==> src/cmwc_pkg.sv <==
// Shared constants and types for the CMWC random generator.
// Depends on nothing; every other file imports it.
package cmwc_pkg;

    localparam int TABLE_DEPTH = 4096;
    localparam int IDX_W       = $clog2(TABLE_DEPTH);
    localparam int CARRY_W     = 19;
    localparam int PROD_W      = 48;

    localparam logic [31:0]        CMWC_PHI    = 32'h9e37_79b9;
    localparam logic [14:0]        CMWC_MULT   = 15'd18782;
    localparam logic [31:0]        CMWC_BASE   = 32'hffff_fffe;
    localparam logic [CARRY_W-1:0] CARRY_RESET = CARRY_W'(362436);
    localparam logic [IDX_W-1:0]   INDEX_LAST  = IDX_W'(TABLE_DEPTH - 1);

    localparam logic OP_RESEED = 1'b0;
    localparam logic OP_DRAW   = 1'b1;

    // One write beat into the lag table
    typedef struct packed {
        logic             en;
        logic [IDX_W-1:0] addr;
        logic [31:0]      data;
    } ram_wr_t;

endpackage

==> src/cmwc_seed_fill.sv <==
// Reseed sequencer: streams one table word per cycle from a 32-bit seed.
// Depends on cmwc_pkg.
module cmwc_seed_fill
    import cmwc_pkg::*;
(
    input  logic        clk,
    input  logic        rst_n,
    input  logic        go,
    input  logic [31:0] seed,
    output ram_wr_t     wr,
    output logic        active
);

    logic             active_reg;
    logic [IDX_W-1:0] cnt_reg;
    // Sliding window of words k, k+1, k+2
    logic [31:0]      w0_reg;
    logic [31:0]      w1_reg;
    logic [31:0]      w2_reg;
    logic [31:0]      w3_next;

    // Word k+3 from words k and k+1
    assign w3_next = w0_reg ^ w1_reg ^ CMWC_PHI ^ (32'(cnt_reg) + 32'd3);

    // Hold the sweep counter and active flag
    always_ff @(posedge clk or negedge rst_n)
    begin
        if (!rst_n)
        begin
            active_reg <= 1'b0;
            cnt_reg    <= '0;
        end
        else if (go)
        begin
            active_reg <= 1'b1;
            cnt_reg    <= '0;
        end
        else if (active_reg)
        begin
            if (cnt_reg == INDEX_LAST)
            begin
                active_reg <= 1'b0;
            end
            cnt_reg <= cnt_reg + IDX_W'(1);
        end
    end

    // Load the window from the seed, then shift it each beat
    always_ff @(posedge clk)
    begin
        if (go)
        begin
            w0_reg <= seed;
            w1_reg <= seed + CMWC_PHI;
            w2_reg <= seed + CMWC_PHI + CMWC_PHI;
        end
        else if (active_reg)
        begin
            w0_reg <= w1_reg;
            w1_reg <= w2_reg;
            w2_reg <= w3_next;
        end
    end

    assign wr.en   = active_reg;
    assign wr.addr = cnt_reg;
    assign wr.data = w0_reg;
    assign active  = active_reg;

endmodule

==> config.mk <==
export PLATFORM = sky130hd
export DESIGN_NAME = cmwc_seed_fill
export DESIGN_NICKNAME = d
export VERILOG_FILES = /design/src/cmwc_pkg.sv /design/src/cmwc_seed_fill.sv
export SDC_FILE = /design/constraint.sdc
export NUM_CORES = 1
export LEC_CHECK = 0
export ABC_AREA = 1
export BUFFER_PORTS_ARGS = -buffer_cell sky130_fd_sc_hd__buf_4
export CAP_MARGIN = 15
export CORE_MARGIN = 4
export CORE_UTILIZATION = 40
export CTS_BUF_LIST = sky130_fd_sc_hd__clkbuf_8
export DETAILED_ROUTE_END_ITERATION = 7
export PLACE_DENSITY_LB_ADDON = 0.05
export SYNTH_ARGS = -nofsm -noshare
export SYNTH_HDL_FRONTEND = slang
export SYNTH_SLANG_ARGS = --single-unit
export TNS_END_PERCENT = 50
==> constraint.sdc <==
create_clock -name clk -period 2.95 [get_ports clk]
set_input_delay 0.59 -clock clk [delete_from_list [all_inputs] [get_ports clk]]
set_output_delay 0.59 -clock clk [all_outputs]
set_load 0.01 [all_outputs]
==> summary.md <==
| Metric | Value |
|---|---|
| Status | `complete, no violations` |
| CTS tree | `built` |
| CP Launch Type | `primary input` |
| Critical Path End Type | `register` |
| Yosys top cell by area | `edfxtp_1` |
| Internal cell power | `2.82 mW` |
| Clock tree sinks | `109` |
| Max_slew headroom | `0.633` |
| Most numerous cell in the Yosys netlist | `nand2_1` |
| Area share of the largest cell type after synthesis | `0.377` |
| Remaining Overflow, GRT | `0` |
| CP max stage delay | `0.25 ns` |
| Post-synth EDFFs | `96` |
| Mapped cell area | `7640 um^2` |
| Sw Pwr | `1.27 mW` |
| Worst endpoint required time | `3.10 ns` |
| Hold Fails Final Rpt | `0` |
| Ys async rst share | `0.119` |
| I/O Pins | `81` |
| Initial antenna violation count | `0` |
| Non-filler instance count after layout | `1352` |
| Post-route ant nets | `0` |
| GPL Wtd Cong | `0.896` |
| Share of power burned in registers | `0.499` |
| Met3 WL post-DR | `1180 um` |
| Ys flop type | `edfxtp_1` |
| Register bit total from synthesis | `109` |
| Synth area leaders | `edfxtp_1 (38%), nand2_1 (14%), nor2_1 (6.6%)` |
| Slowest-stage cell, CP | `o21ai_0` |
| Met1 WL | `11500 um` |
| Die area | `21400 um^2` |
| Diodes inserted | `0` |
| Cts repair resizes | `0` |
| Min cycle time layout | `2.61 ns` |
| Sw frac | `0.310` |
| Clock buffer count from CTS | `9` |
| Final Instance Area | `8780 um^2` |
| Slew at the pin with the worst max-slew slack | `0.546 ns` |
| Reg2reg end | `w2_reg[12]$_DFFE_PP_` |
| WS Path Type | `in -> reg` |
| Total GRT Usage | `0.207` |
| Number of global-route vias before repair | `6418` |
| Vias/cell | `5.16` |
| Wire per inst | `16.5 um` |
| 1st-iter DRT viols | `650` |
| Sequential share of the synthesized area | `0.420` |
| Worst R2R Start | `cnt_reg[4]$_DFFE_PN0P_` |
| Area growth syn-to-layout | `14.9%` |
| CP delay by family, top | `simple AND/OR/NAND/NOR gates` |
| Unrepaired setup endpoints after global routing | `no` |
| Worst path bufs/invs | `3` |
| Die height | `146 um` |
| Max_cap viols | `0` |
| Worst-path clk slew | `0.11 ns` |
| Clock buffer depth | `2` |
| Hold-fix buffers at CTS | `0` |
| Vias | `6979` |
| Nets | `1152` |
| Leak | `3.95 nW` |
| R2R setup slack | `0.88 ns` |
| Met2 wire length | `9360 um` |
| Root Buffer | `clkbuf_8` |
| Syn Nets | `1074` |
| Worst hold path class | `in -> async` |
| Initial DRT Pass Iterations | `5` |
| Peak VDD IR | `231 uV` |
| Port buffer count | `80` |
| Critical path fanouts, max | `6` |
| Comb power frac | `0.246` |
| Crit path DAT | `2.76 ns` |
| Placement Cell Area | `8560 um^2` |
| H-tree levels | `3` |
| Power Density | `465 nW/um^2` |
| Crit-path cells | `buf_4 -> ha_1 -> nand2_1 -> nand2_1 -> xor2_1 -> inv_1 -> nand3_1 -> nand2_1 -> nand2_1 -> inv_1 -> nor2_1 -> nand2_1 -> nor2_1 -> nor2_1 -> o21ai_0 -> nand2_1` |
| Drt drc | `0` |
| FMAX | `383 MHz` |
| Layout cells sized above 1 | `0.165` |
| CORE AREA | `18800 um^2` |
| Die Wd | `146 um` |
| Total routed wirelength | `22200 um` |
| Most frequent CP cell | `nand2_1` |
| Top Layer Used | `met4` |
| Clock power frac | `0.255` |
| Final Max Tran Viols | `0` |
| Final setup fails | `0` |
| Cells on worst reg2reg path | `6` |
| Post-DP HPWL | `17300 um` |
| Largest net degree at the start of global routing | `79` |
| Worst Skew | `0.00952 ns` |
| Mapped Cells | `1035` |
| Clk Latency, worst-skew pair | `0.39 ns` |
| Synth Warn # | `0` |
| Initial Util | `0.407` |
| Fin crit share | `0.885` |
| Site Rows | `50` |
| Placed Cells | `1336` |
| Synthesized area per cell | `7.38 um^2` |
| Synth cell count leaders | `nand2_1 (293), nor2_1 (135), inv_1 (97), edfxtp_1 (96), o21ai_0 (84)` |
| Unique masters post-synth | `48` |
| First-pass GRT wire length | `35300 um` |
| Setup bufs post-CTS | `0` |
-- placed cells by master, fill, tap and decap left out, drive strengths merged, types with 2 or more instances in the layout --
cell    instances
or2             3
and2            2
bufinv          2
nand3          83
a31oi           4
clkbuf         10
a21oi          35
xor2           28
a21o            2
ha              4
buf            91
nor2          152
nand2         322
xnor2          20
o221ai          4
o22ai           2
dfrtp          13
o21a            2
nor3           10
o21ai          90
clkinv          3
edfxtp         96
nand3b          2
nand4          14
o211ai          3
inv           114
-- metrics by stage --
| stage | setup TNS, ns | setup WS, ns | hold WS, ns | util | power [mW] |
|---|---|---|---|---|---|
| global placement | -0.0503 | -0.0503 | 0.444 | 0.456 | 3.07 |
| CTS | 0 | 0.329 | 0.00630 | 0.468 | 4.11 |
| detailed placement | -0.0773 | -0.0773 | 0.445 | 0.456 | 3.07 |
| finish | 0 | 0.340 | 0.0246 | 0.468 | 4.08 |
| global route | 0 | 0.0104 | 0.00846 | 0.468 | 4.32 |
| floorplan | 0 | 0.425 | 0.294 | - | 2.70 |
-- worst max-delay path by stage --
stage | startpoint | to | cells past startpoint
floorplan | go | w0_reg[0]$_DFFE_PP_ | 2
global placement | seed[0] | w2_reg[18]$_DFFE_PP_ | 16
detailed placement | seed[0] | w2_reg[18]$_DFFE_PP_ | 16
CTS | seed[0] | w2_reg[18]$_DFFE_PP_ | 16
global route | seed[0] | w2_reg[18]$_DFFE_PP_ | 16
finish | seed[0] | w2_reg[18]$_DFFE_PP_ | 16
-- cells by family (layout without fill, tap and decap cells) --
logic type                 after synthesis  count (layout)  synth area share
AOI/OAI and AO/OA                      148             148             0.106
xor gates and xnor gates                48              48            0.0604
DFF                                    109             109             0.420
and+or+nand+nor                        589             589             0.338
buffers and inverters                  137             220            0.0691
adders and majority gates                4               4           0.00655
-- power groups by stage --
stage	combinational (mW)	sequential [mW]	clock (mW)
finish	1.00	2.04	1.04
CTS	1.01	2.04	1.07
global placement	1.00	2.07	0
floorplan	0.630	2.07	0
global route	1.13	2.06	1.13
detailed placement	1.00	2.07	0
-- cell type report --
class / count / area, um^2
sequential: 109 / 3210
tap: 234 / 293
multi-input combinational: 789 / 3910
fill: 1953 / 9990
inverter: 113 / 430
timing repair buffer: 91 / 721
clock inverter: 6 / 80.1
clock buffer: 10 / 138
-- per-layer routing --
layer,GRT usage,up-vias
met5,0,-
met4,0.0339,0
met3,0.0298,12
met2,0.294,196
met1,0.335,3217
li1,-,3554
No activity file was read; power rests on OpenSTA's default activity.
